<file path="config.mk">
export PLATFORM = sky130hd
export DESIGN_NAME = bounded_array_list_engine_core
export DESIGN_NICKNAME = d
export VERILOG_FILES = /design/src/rtl/core/bale_pkg.sv /design/src/rtl/core/bounded_array_list_engine_core.sv
export SDC_FILE = /design/constraint.sdc
export NUM_CORES = 1
export LEC_CHECK = 0
export BUFFER_PORTS_ARGS = -buffer_cell sky130_fd_sc_hd__buf_4
export CAP_MARGIN = 5
export CORE_ASPECT_RATIO = 1.25
export CORE_MARGIN = 3
export CORE_UTILIZATION = 35
export DETAILED_ROUTE_END_ITERATION = 7
export PLACE_DENSITY = 0.5
export SYNTH_ARGS = -nofsm -noshare
export SYNTH_HDL_FRONTEND = slang
export SYNTH_SLANG_ARGS = --single-unit
export TNS_END_PERCENT = 5
</file>
<file path="constraint.sdc">
create_clock -name clk -period 4.4 [get_ports clk]
set_clock_uncertainty 0.1 [all_clocks]
set_input_delay 0.22 -clock clk [delete_from_list [all_inputs] [get_ports clk]]
set_output_delay 0.22 -clock clk [all_outputs]
set_load 0.02 [all_outputs]
</file>
<file path="src/rtl/core/bale_pkg.sv">
package bale_pkg;

	localparam int CAPACITY_DEF = 16;

	typedef enum logic [3:0] {
		FN_INS_FIRST = 4'd0,
		FN_INS_LAST  = 4'd1,
		FN_INS_AT    = 4'd2,
		FN_DEL_FIRST = 4'd3,
		FN_DEL_LAST  = 4'd4,
		FN_DEL_AT    = 4'd5,
		FN_UPDATE    = 4'd6,
		FN_SEARCH    = 4'd7,
		FN_CLEAR     = 4'd8
	} func_t;

	typedef enum logic [1:0] {
		STS_OK     = 2'd0,
		STS_FULL   = 2'd1,
		STS_BADPOS = 2'd2
	} status_t;

	typedef struct packed {
		func_t       func;
		logic [3:0]  position;
		logic [31:0] value;
	} cmd_t;

	typedef struct packed {
		status_t    status;
		logic [4:0] found_index;
		logic       found;
		logic [4:0] count;
	} res_t;

endpackage

</file>
<file path="src/rtl/core/bounded_array_list_engine_core.sv">
// channel   direction  handshake              payload
// command   in         start high, busy low   cmd (cmd_t: func, position, value)
// result    out        done pulse, one cycle  res (res_t: status, found_index, found, count)
//
// one entry store with a single write port and a single registered read port
// carries all shifting and searching, one entry per cycle:
// an insert with shift copies entries up in ST_UP, then writes the new value in ST_PUT;
// delete with shift copies entries down in ST_DN; search scans from index 0 in ST_SRCH;
// other commands finish when accepted; done comes in the cycle after the command finishes.
// arst_n clears the count and the sequencer; entry contents are not cleared.
// done is high for one cycle only and cannot be held off; res stays until the next command.
module bounded_array_list_engine_core
	import bale_pkg::*;
#(
	parameter int CAPACITY = CAPACITY_DEF
) (
	input  logic clk,
	input  logic arst_n,
	input  logic start,
	output logic busy,
	input  cmd_t cmd,
	output logic done,
	output res_t res
);

	localparam int AW = $clog2(CAPACITY);
	localparam int CW = $clog2(CAPACITY + 1);
	localparam int EW = CW + 4;

	typedef enum logic [4:0] {
		ST_IDLE = 5'b00001,
		ST_UP   = 5'b00010,
		ST_PUT  = 5'b00100,
		ST_DN   = 5'b01000,
		ST_SRCH = 5'b10000
	} state_t;

	logic [31:0] mem [CAPACITY];

	state_t        state_q, state_d;
	logic [CW-1:0] cnt_q, cnt_d;
	logic [CW-1:0] idx_q, idx_d;
	logic [CW-1:0] pos_q, pos_d;
	logic [31:0]   val_q, val_d;
	logic          wpend_q, wpend_d;
	logic [AW-1:0] widx_q, widx_d;
	logic          cvalid_q, cvalid_d;
	logic [AW-1:0] cidx_q, cidx_d;
	logic          done_q, done_d;
	res_t          res_q, res_d;
	logic [31:0]   rdata_q;

	logic          we;
	logic [AW-1:0] waddr;
	logic [31:0]   wdata;
	logic [AW-1:0] raddr;

	logic [CW-1:0] idx_m1, idx_p1;
	logic [EW-1:0] pos_e, cnt_e, ins_e, del_e;

	assign idx_m1 = idx_q - 1'b1;
	assign idx_p1 = idx_q + 1'b1;
	assign pos_e  = EW'(cmd.position);
	assign cnt_e  = EW'(cnt_q);

	always_comb begin
		priority if (cmd.func == FN_INS_FIRST) begin
			ins_e = '0;
		end else if (cmd.func == FN_INS_LAST) begin
			ins_e = cnt_e;
		end else begin
			ins_e = pos_e;
		end
		del_e = (cmd.func == FN_DEL_FIRST) ? '0 : pos_e;
	end

	always_comb begin
		state_d  = state_q;
		cnt_d    = cnt_q;
		idx_d    = idx_q;
		pos_d    = pos_q;
		val_d    = val_q;
		wpend_d  = 1'b0;
		widx_d   = widx_q;
		cvalid_d = 1'b0;
		cidx_d   = cidx_q;
		done_d   = 1'b0;
		res_d    = res_q;
		we       = 1'b0;
		waddr    = widx_q;
		wdata    = rdata_q;
		raddr    = '0;

		unique case (state_q)
			ST_IDLE: begin
				if (start) begin
					res_d  = '0;
					done_d = 1'b1;
					unique case (cmd.func)
						FN_INS_FIRST, FN_INS_LAST, FN_INS_AT: begin
							priority if (cnt_q == CW'(CAPACITY)) begin
								res_d.status = STS_FULL;
							end else if (ins_e > cnt_e) begin
								res_d.status = STS_BADPOS;
							end else if (ins_e == cnt_e) begin
								we    = 1'b1;
								waddr = ins_e[AW-1:0];
								wdata = cmd.value;
								cnt_d = cnt_q + 1'b1;
							end else begin
								done_d  = 1'b0;
								state_d = ST_UP;
								idx_d   = cnt_q;
								pos_d   = ins_e[CW-1:0];
								val_d   = cmd.value;
							end
						end
						FN_DEL_FIRST, FN_DEL_AT: begin
							priority if (cnt_q == '0 && del_e == '0) begin
								res_d.status = STS_OK;
							end else if (del_e >= cnt_e) begin
								res_d.status = STS_BADPOS;
							end else if (del_e + 1'b1 == cnt_e) begin
								cnt_d = cnt_q - 1'b1;
							end else begin
								done_d  = 1'b0;
								state_d = ST_DN;
								idx_d   = del_e[CW-1:0];
							end
						end
						FN_DEL_LAST: begin
							if (cnt_q != '0) begin
								cnt_d = cnt_q - 1'b1;
							end
						end
						FN_UPDATE: begin
							if (pos_e >= EW'(CAPACITY)) begin
								res_d.status = STS_BADPOS;
							end else begin
								we    = 1'b1;
								waddr = pos_e[AW-1:0];
								wdata = cmd.value;
							end
						end
						FN_SEARCH: begin
							if (cnt_q != '0) begin
								done_d  = 1'b0;
								state_d = ST_SRCH;
								idx_d   = '0;
								val_d   = cmd.value;
							end
						end
						FN_CLEAR: begin
							cnt_d = '0;
						end
						default: begin
							res_d.status = STS_OK;
						end
					endcase
				end
			end
			ST_UP: begin
				we = wpend_q;
				if (idx_q > pos_q) begin
					raddr   = idx_m1[AW-1:0];
					wpend_d = 1'b1;
					widx_d  = idx_q[AW-1:0];
					idx_d   = idx_m1;
				end else begin
					state_d = ST_PUT;
				end
			end
			ST_PUT: begin
				we      = 1'b1;
				waddr   = pos_q[AW-1:0];
				wdata   = val_q;
				cnt_d   = cnt_q + 1'b1;
				res_d   = '0;
				done_d  = 1'b1;
				state_d = ST_IDLE;
			end
			ST_DN: begin
				we = wpend_q;
				if (idx_p1 < cnt_q) begin
					raddr   = idx_p1[AW-1:0];
					wpend_d = 1'b1;
					widx_d  = idx_q[AW-1:0];
					idx_d   = idx_p1;
				end else begin
					cnt_d   = cnt_q - 1'b1;
					res_d   = '0;
					done_d  = 1'b1;
					state_d = ST_IDLE;
				end
			end
			ST_SRCH: begin
				priority if (cvalid_q && rdata_q == val_q) begin
					res_d             = '0;
					res_d.found       = 1'b1;
					res_d.found_index = 5'(cidx_q);
					done_d            = 1'b1;
					state_d           = ST_IDLE;
				end else if (idx_q < cnt_q) begin
					raddr    = idx_q[AW-1:0];
					cidx_d   = idx_q[AW-1:0];
					cvalid_d = 1'b1;
					idx_d    = idx_p1;
				end else begin
					res_d             = '0;
					res_d.found_index = 5'(cnt_q);
					done_d            = 1'b1;
					state_d           = ST_IDLE;
				end
			end
			default: begin
				state_d = ST_IDLE;
			end
		endcase

		if (done_d) begin
			res_d.count = 5'(cnt_d);
		end
	end

	// entry store, one write and one registered read per cycle
	always_ff @(posedge clk) begin
		if (we) begin
			mem[waddr] <= wdata;
		end
		rdata_q <= mem[raddr];
	end

	always_ff @(posedge clk or negedge arst_n) begin
		if (!arst_n) begin
			state_q  <= ST_IDLE;
			cnt_q    <= '0;
			idx_q    <= '0;
			wpend_q  <= 1'b0;
			cvalid_q <= 1'b0;
			done_q   <= 1'b0;
		end else begin
			state_q  <= state_d;
			cnt_q    <= cnt_d;
			idx_q    <= idx_d;
			wpend_q  <= wpend_d;
			cvalid_q <= cvalid_d;
			done_q   <= done_d;
		end
	end

	always_ff @(posedge clk) begin
		pos_q  <= pos_d;
		val_q  <= val_d;
		widx_q <= widx_d;
		cidx_q <= cidx_d;
		res_q  <= res_d;
	end

	assign busy = (state_q != ST_IDLE);
	assign done = done_q;
	assign res  = res_q;

endmodule

</file>
==> results of run 1 <==
## kinds of logic after synthesis
logic type                 share of synthesized area (%)
AOI/OAI and AO/OA                                   12.2
DFF                                                 65.6
muxes                                               10.9
xor gates and xnor gates                            1.42
buffers and inverters                               2.75
and+or+nand+nor                                     6.00
adders and majority gates                           1.13
## layer usage
layer	vias to the layer above	wire length, um	GRT usage (%)
li1	8002	-	-
met1	8852	33700	24.2
met2	378	40200	33.6
met3	108	2920	2.30
met4	0	2160	6.53
met5	-	0	0
## flip-flops by register name, indices dropped and copies added, names as in the netlist, 4 cells and up
signal	count
res	13
pos_q	5
idx_q	5
state_q	5
rdata_q	32
cidx_q	4
mem	512
val_q	32
widx_q	4
cnt_q	5
## layout make-up
class,instances,area share [%]
clock buffer,98,5.78
inverter,20,0.226
multi-input combinational,1212,27.2
timing repair buffer,223,6.93
antenna,1,0.00755
sequential,620,54.9
tap,1044,3.94
clock inverter,27,1.06
## placed cells by master (no fill, tap or decap), types with 23 or more instances in the layout
master         netlist  layout
a21boi_1            39      39
o21ai_1             46      44
clkbuf_1            58      23
clkbuf_16            0      71
mux2i_1            265     265
a21boi_0            90      90
a21oi_1             27      27
edfxtp_1           570     570
a22oi_1             32      32
nor2_1              64      46
dlygate4sd3_1        0      39
xnor2_1             38      38
buf_12               0      42
a31o_1              48      48
o21ai_0             45      45
dfxtp_1             32      32
ha_1                25      25
buf_4               17     142
o22ai_1             66      66
mux2_2              33      33
nand2_1            191     191
## critical path, cell delays in order (launching register included)
cell      delay (ns)
edfxtp_1        0.39
xnor2_1         0.59
nand4_1         0.32
nor4_2          0.33
buf_4           0.20
a31oi_2         0.08
buf_4           0.18
a311oi_4        0.30
buf_12          0.29
buf_4           0.24
mux2i_1         0.22
mux2i_1         0.09
mux2i_1         0.28
mux2i_1         0.14
## through the flow
stage	setup WS, ns	power [mW]	area [sq um]	hold WS, ns
floorplan	-0.351	10.9	27800	-0.176
global placement	0.421	13.0	30500	0.0300
CTS	0.482	18.9	33200	0.00359
finish	0.453	18.7	33200	0.0163
global route	0.198	19.6	33200	0.0234
detailed placement	0.416	13.0	30500	0.0264
## power by group through the flow
stage          Sequential [mW]  Combinational [mW]  Clock (mW)
5_1_grt                   7.99                5.39        6.22
4_1_cts                   7.95                4.99        5.98
6_report                  7.95                4.96        5.83
3_5_place_dp              8.07                4.94           0
2_1_floorplan             8.03                2.92           0
3_3_place_gp              8.07                4.89           0
## worst max path at each step
| stage | end | slack, ns |
|---|---|---|
| 2_1_floorplan | mem[12][0]$_DFFE_PP_ | -0.35 |
| 3_3_place_gp | mem[13][23]$_DFFE_PP_ | 0.42 |
| 3_5_place_dp | mem[13][20]$_DFFE_PP_ | 0.42 |
| 4_1_cts | rdata_q[15]$_DFF_P_ | 0.48 |
| 5_1_grt | idx_q[0]$_DFFE_PN0P_ | 0.20 |
| 6_report | rdata_q[15]$_DFF_P_ | 0.45 |
==> summary.md, run 1 <==
| Metric | Value |
|---|---|
| Run status | `complete, no violations` |
| Clock group share of total power | `31.1%` |
| Register area share after synthesis | `65.6%` |
| Die Y | `approximately 320 um` |
| R2R depth | `13` |
| Die area | `around 0.083 sq mm` |
| Synth area leader | `edfxtp_1` |
| Register area | `around 0.018 sq mm` |
| Clk pin slew, worst setup/hold paths | `roughly 0.06 ns` |
| Post-synth EDFFs | `570` |
| Row Count | `114` |
| Tightest Hold Check Type | `in2async` |
| Tmin final | `just under 4 ns` |
| Async SR Flop Fraction | `2.90%` |
| Max-Cap Viols | `0` |
| CTS tree | `yes` |
| P_sw | `a little under 6 mW` |
| Most common cell in the netlist | `edfxtp_1` |
| Share of cells above drive strength 1 | `17.0%` |
| Root buf cell | `clkbuf_16` |
| RR Endpoint | `rdata_q[15]$_DFF_P_` |
| Fin. Hold Viols | `0` |
| PwrDens | `around 570 mW/mm^2` |
| Distinct cell type count after synthesis | `78` |
| Yosys top cell area share | `between 60% and 70%` |
| PortBufs | `57` |
| Clk_lat worst skew | `0.61 ns` |
| Switching share of power | `between 30% and 40%` |
| Largest net degree at the start of global routing | `89` |
| Top post-synthesis cells by count | `570 x edfxtp_1, 265 x mux2i_1, 191 x nand2_1` |
| FF-to-FF Start | `val_q[23]$_DFFE_PP_` |
| Max Freq | `0.253 GHz` |
| Gates resized, CTS repair | `0` |
| DRT iter0 DRCs | `1400` |
| Area of the multi-input gates | `0.00900 sq mm` |
| CP max FO | `25` |
| CP Launch Point | `val_q[23]$_DFFE_PP_` |
| Vias in the first global route | `around 17000` |
| Antenna violations before repair | `0` |
| Final non-filler cell total | `around 3200` |
| H-tree level count | `3` |
| Total grt overflow | `0` |
| Final core occ | `between 40% and 50%` |
| Setup violators final | `0` |
| Core footprint | `about 0.078 sq mm` |
| Leakage Power | `between 10 and 15 nW` |
| Power share of the combinational group | `26.5%` |
| Area contributors post-synth | `edfxtp_1 62%, mux2i_1 9.6%, nand2_1 2.6%` |
| Global placement routability congestion | `a little under 1` |
| 1st-pass router iterations | `6` |
| Worst-margin pin slew | `about 0.94 ns` |
| Worst vdd ir | `around 0.00031 V` |
| Setup slack, reg-to-reg | `0.45 ns` |
| Total Routing Usage GR | `a little under a fifth` |
| Layout overhead on the synthesized area | `19.5%` |
| Worst slew margin | `between 30% and 40%` |
| FF+latch count, synth | `620` |
| Initial Util | `a little over a third` |
| Post-Syn Nets | `a little over 2000` |
| Final HPWL DP | `approximately 49 mm` |
| Synth Flop Type | `edfxtp_1` |
| Slew Limit Fails | `0` |
| DRC violation count after routing | `0` |
| Routed vias | `17300` |
| Final WL | `just under 80 mm` |
| WP data arrival | `4.32 ns` |
| IO Count | `just under 60` |
| Synth Cell Area | `approximately 0.028 sq mm` |
| Synthesis Warnings | `0` |
| Final worst-path cycle share | `89.7%` |
| Hold buffer count at CTS | `39` |
| First-pass GRT wire length | `roughly 120 mm` |
| DP Cell Count | `between 3000 and 4000` |
| Post-CTS setup repair buffer count | `0` |
| Int Power | `12.9 mW` |
| Cts bufs inserted | `69` |
| Die Wd | `around 260 um` |
| Clock sink count | `a little over 600` |
| Cells after Synth | `around 2000` |
| CTS Buffer Depth | `3` |
| DR WL/cell | `around 24 um` |
| Crit path kind | `reg2reg` |
| Reg power frac | `a little over two fifths` |
| Synthesized area per cell | `roughly 14 sq um` |
| Number of fillers in the final layout | `between 7000 and 8000` |
| Post-route antenna net violation count | `0` |
| Startpoint types | `flip-flop` |
| Worst Path Required | `approximately 4.8 ns` |
| Vias per inst | `5.34` |
| Final #Nets | `2214` |
| Unrepaired setup endpoints after global routing | `false` |
| Setup TNS | `0 ns` |
| Kind of end point of the critical path | `flip-flop` |
No activity file was read; power rests on OpenSTA's default activity.
==> inputs of run 2 (changes only) <==
--- a/config.mk
+++ b/config.mk
@@ -5,8 +5,9 @@
 export SDC_FILE = /design/constraint.sdc
 export NUM_CORES = 1
 export LEC_CHECK = 0
+export ABC_AREA = 1
 export BUFFER_PORTS_ARGS = -buffer_cell sky130_fd_sc_hd__buf_4
-export CAP_MARGIN = 5
+export CAP_MARGIN = 25
 export CORE_ASPECT_RATIO = 1.25
 export CORE_MARGIN = 3
 export CORE_UTILIZATION = 35
==> summary.md, run 2 <==
| Metric | Value |
|---|---|
| Routed vias | `21700 (was 17300)` |
| Vias per inst | `5.12 (was 5.34)` |
| Largest stage delay on the critical path | `0.54 ns (was 0.59 ns)` |
| Synth Flop Type | `edfxtp_1 (unchanged)` |
| Hold_ws | `0.0823 ns (was 0.0163 ns)` |
| Setup TNS | `0 ns (unchanged)` |
| Initial Util | `35.5% (was 35.6%)` |
| Worst Path Required | `4.58 ns (was 4.77 ns)` |
| Register area | `0.0182 sq mm (unchanged)` |
| PwrDens | `682 mW/mm^2 (was 565 mW/mm^2)` |
| First-pass GRT wire length | `135 mm (was 117 mm)` |
| PortBufs | `57 (unchanged)` |
| Most common cell in the netlist | `nand2_1 (was edfxtp_1)` |
| Global placement routability congestion | `0.901 (was 0.979)` |
| Most frequent cells in the layout | `655 x nand2_1, 624 x nand3_1, 570 x edfxtp_1 (was 570 x edfxtp_1, 265 x mux2i_1, 191 x nand2_1)` |
| Number of fillers in the final layout | `7958 (was 7184)` |
| Crit path cell chain | `clkinv_1, ha_1, nand2_2, nor3b_4, inv_2, nor2_4, inv_4, nand2_8, nand2_8, nand2_4, inv_4, nor2_8, inv_4, nand2_2, o211ai_2, nor2_4, nand2_2, nor2_4, buf_12 (was xnor2_1, nand4_1, nor4_2, buf_4, a31oi_2, buf_4, a311oi_4, buf_12, buf_4, mux2i_1, mux2i_1, mux2i_1, mux2i_1)` |
| Max reg flops | `512 (unchanged)` |
| Area of the multi-input gates | `0.00891 sq mm (was 0.00900 sq mm)` |
| Clk_lat worst skew | `0.61 ns (about the same)` |
| Critical path capture point | `mem[2][8]$_DFFE_PP_ (was rdata_q[15]$_DFF_P_)` |
| Final #Nets | `3170 (was 2214)` |
| Max-Cap Viols | `0 (unchanged)` |
| Row Count | `118 (was 114)` |
| DRT iter0 DRCs | `1802 (was 1400)` |
| Slowest cell on the critical path | `dfrtp_1 (was xnor2_1)` |
| RR Endpoint | `mem[2][8]$_DFFE_PP_ (was rdata_q[15]$_DFF_P_)` |
| Post-synth EDFFs | `570 (unchanged)` |
| Root buf cell | `clkbuf_16 (unchanged)` |
| CP Launch Point | `cnt_q[1]$_DFF_PN0_ (was val_q[23]$_DFFE_PP_)` |
| Die area | `0.0877 sq mm (was 0.0827 sq mm)` |
| Reg with most FFs | `mem (unchanged)` |
| Top post-synthesis cells by count | `657 x nand2_1, 625 x nand3_1, 570 x edfxtp_1 (was 570 x edfxtp_1, 265 x mux2i_1, 191 x nand2_1)` |
| M1 GR Usage | `27.1% (was 24.2%)` |
| Antenna violations before repair | `2 (was 0)` |
| Slew Limit Fails | `0 (unchanged)` |
| DP Area | `0.0320 sq mm (was 0.0305 sq mm)` |
| Setup violators final | `0 (unchanged)` |
| CP max FO | `32 (was 25)` |
| Run status | `complete, no violations (unchanged)` |
| Worst slew margin | `49.1% (was 36.9%)` |
| Vias in the first global route | `21200 (was 17500)` |
| 1st-pass router iterations | `6 (unchanged)` |
| Cts bufs inserted | `67 (was 69)` |
| DP Cell Count | `4077 (was 3080)` |
| Register area share after synthesis | `61.8% (was 65.6%)` |
| Max Freq | `0.256 GHz (was 0.253 GHz)` |
| Grt met2 use | `34.5% (was 33.6%)` |
| CTS tree | `yes (unchanged)` |
| Final WL | `89.2 mm (was 79.0 mm)` |
| Post-Syn Nets | `3049 (was 2056)` |
| Antenna Cells | `0 (was 1)` |
| Synth area leader | `edfxtp_1 (unchanged)` |
| Clock sink count | `620 (unchanged)` |
| Die Wd | `266 um (was 258 um)` |
| Layout overhead on the synthesized area | `17.0% (was 19.5%)` |
| Tightest Hold Check Type | `in2reg (was in2async)` |
| Distinct cell type count after synthesis | `53 (was 78)` |
| R2R depth | `19 (was 13)` |
| Commonest non-fill, non-tap cell in the layout | `nand2_1 (was edfxtp_1)` |
| Worst-margin pin slew | `0.744 ns (was 0.944 ns)` |
| IO Count | `58 (unchanged)` |
| Final non-filler cell total | `4236 (was 3245)` |
| Total grt overflow | `0 (unchanged)` |
| WP data arrival | `4.08 ns (was 4.32 ns)` |
| Crit path kind | `reg2reg (unchanged)` |
| Core footprint | `0.0831 sq mm (was 0.0780 sq mm)` |
| Total Routing Usage GR | `20.4% (was 19.0%)` |
| Clk pin slew, worst setup/hold paths | `0.06 ns (about the same)` |
| H-tree level count | `3 (unchanged)` |
| Largest net degree at the start of global routing | `61 (was 89)` |
| Synthesized area per cell | `9.88 sq um (was 14.0 sq um)` |
| FF-to-FF Start | `cnt_q[1]$_DFF_PN0_ (was val_q[23]$_DFFE_PP_)` |
| Kind of end point of the critical path | `flip-flop (unchanged)` |
| Final worst-path cycle share | `88.8% (was 89.7%)` |
| Startpoint types | `flip-flop (unchanged)` |
| Async SR Flop Fraction | `2.90% (unchanged)` |
| Leakage Power | `14.0 nW (was 12.7 nW)` |
| Setup slack, reg-to-reg | `0.49 ns (was 0.45 ns)` |
| Met3 usage | `2.24% (was 2.30%)` |
| Final HPWL DP | `56.4 mm (was 49.0 mm)` |
| Unrepaired setup endpoints after global routing | `false (unchanged)` |
| Tmin final | `3.91 ns (was 3.95 ns)` |
| Fin. Hold Viols | `0 (unchanged)` |
| Post-route antenna net violation count | `0 (unchanged)` |
| Final core occ | `41.5% (was 42.5%)` |
| DR WL/cell | `21.0 um (was 24.3 um)` |
| Area contributors post-synth | `edfxtp_1 58%, nand3_1 11%, nand2_1 8.4% (was edfxtp_1 62%, mux2i_1 9.6%, nand2_1 2.6%)` |
| Finished Cell Area | `0.0345 sq mm (was 0.0332 sq mm)` |
| Worst vdd ir | `0.000379 V (was 0.000310 V)` |
| Share of cells above drive strength 1 | `11.2% (was 17.0%)` |
| Cells after Synth | `2981 (was 1988)` |
| Die Y | `330 um (was 321 um)` |
| Global-route layer with the greatest usage | `met2 (unchanged)` |
| FF+latch count, synth | `620 (unchanged)` |
| CTS Buffer Depth | `3 (unchanged)` |
| DRC violation count after routing | `0 (unchanged)` |
| Yosys top cell area share | `58.1% (was 61.7%)` |
| Largest regs | `mem (512), rdata_q (32), val_q (32) (unchanged)` |
| Synth Cell Area | `0.0295 sq mm (was 0.0278 sq mm)` |
| Synthesis Warnings | `0 (unchanged)` |
## run 2: cells by family after synthesis
group	count (synthesis)	share of synthesized area [%]
simple gates	1571	25.0
buf+inv	621	8.66
flops	620	61.8
compound gates	120	2.78
fa+ha+maj	25	1.06
xor+xnor	24	0.713
## run 2: final cells by class
type	instances	area share (%)
repair buffers	205	6.04
flip-flops and latches	620	52.8
inverters	468	5.14
multi-input cells	1740	25.8
clock inverters	27	0.860
clock buffers	96	5.39
well taps	1080	3.92
## run 2: routing by layer
| metal | vias up | wire (um) |
|---|---|---|
| li1 | 10300 | - |
| met5 | - | 0 |
| met3 | 141 | 4360 |
| met4 | 0 | 2760 |
| met2 | 624 | 43300 |
| met1 | 10600 | 38700 |
## run 2: how the worst min path moves through the flow
stage / from / end / slack [ns] / depth (start not counted)
final: cmd[39] / state_q[4]$_DFFE_PN0P_ / 0.08 / 6
after global routing: cmd[33] / pos_q[1]$_DFFE_PP_ / 0.08 / 3
after CTS: cmd[33] / pos_q[1]$_DFFE_PP_ / 0.03 / 3
after detailed placement: arst_n / done$_DFF_PN0_ / 0.04 / 1
after global placement: arst_n / done$_DFF_PN0_ / 0.04 / 1
after floorplan: arst_n / cnt_q[0]$_DFF_PN0_ / -0.18 / 0
## run 2: worst max-delay path, delay by kind of cell, from the launching register on
family	cells	cell delay, ns
simple gates	11	1.50
buf+inv	6	0.87
flops	1	0.54
fa+ha+maj	1	0.39
compound gates	1	0.12
## run 2: through the flow
step                worst slack, ns  power [mW]
CTS                           0.508        23.8
finish                        0.495        23.5
detailed placement            0.216        18.1
global route                  0.330        24.9
floorplan                    -0.149        14.2
global placement              0.290        18.0
## run 2: repair_timing
| item | in CTS | in global routing |
|---|---|---|
| gates resized for setup | 0 | 0 |
| hold buffers | 35 | 0 |
| hold endpoints to repair | 50 | 0 |
| buffers inserted | 0 | 0 |
## run 2: report_power, final
group          internal (mW)  total, mW  leakage [nW]  switching, mW
combinational           2.56       8.83          7.30           6.27
clock                   3.26       5.60          1.04           2.34
sequential              8.69       9.11          5.67          0.420
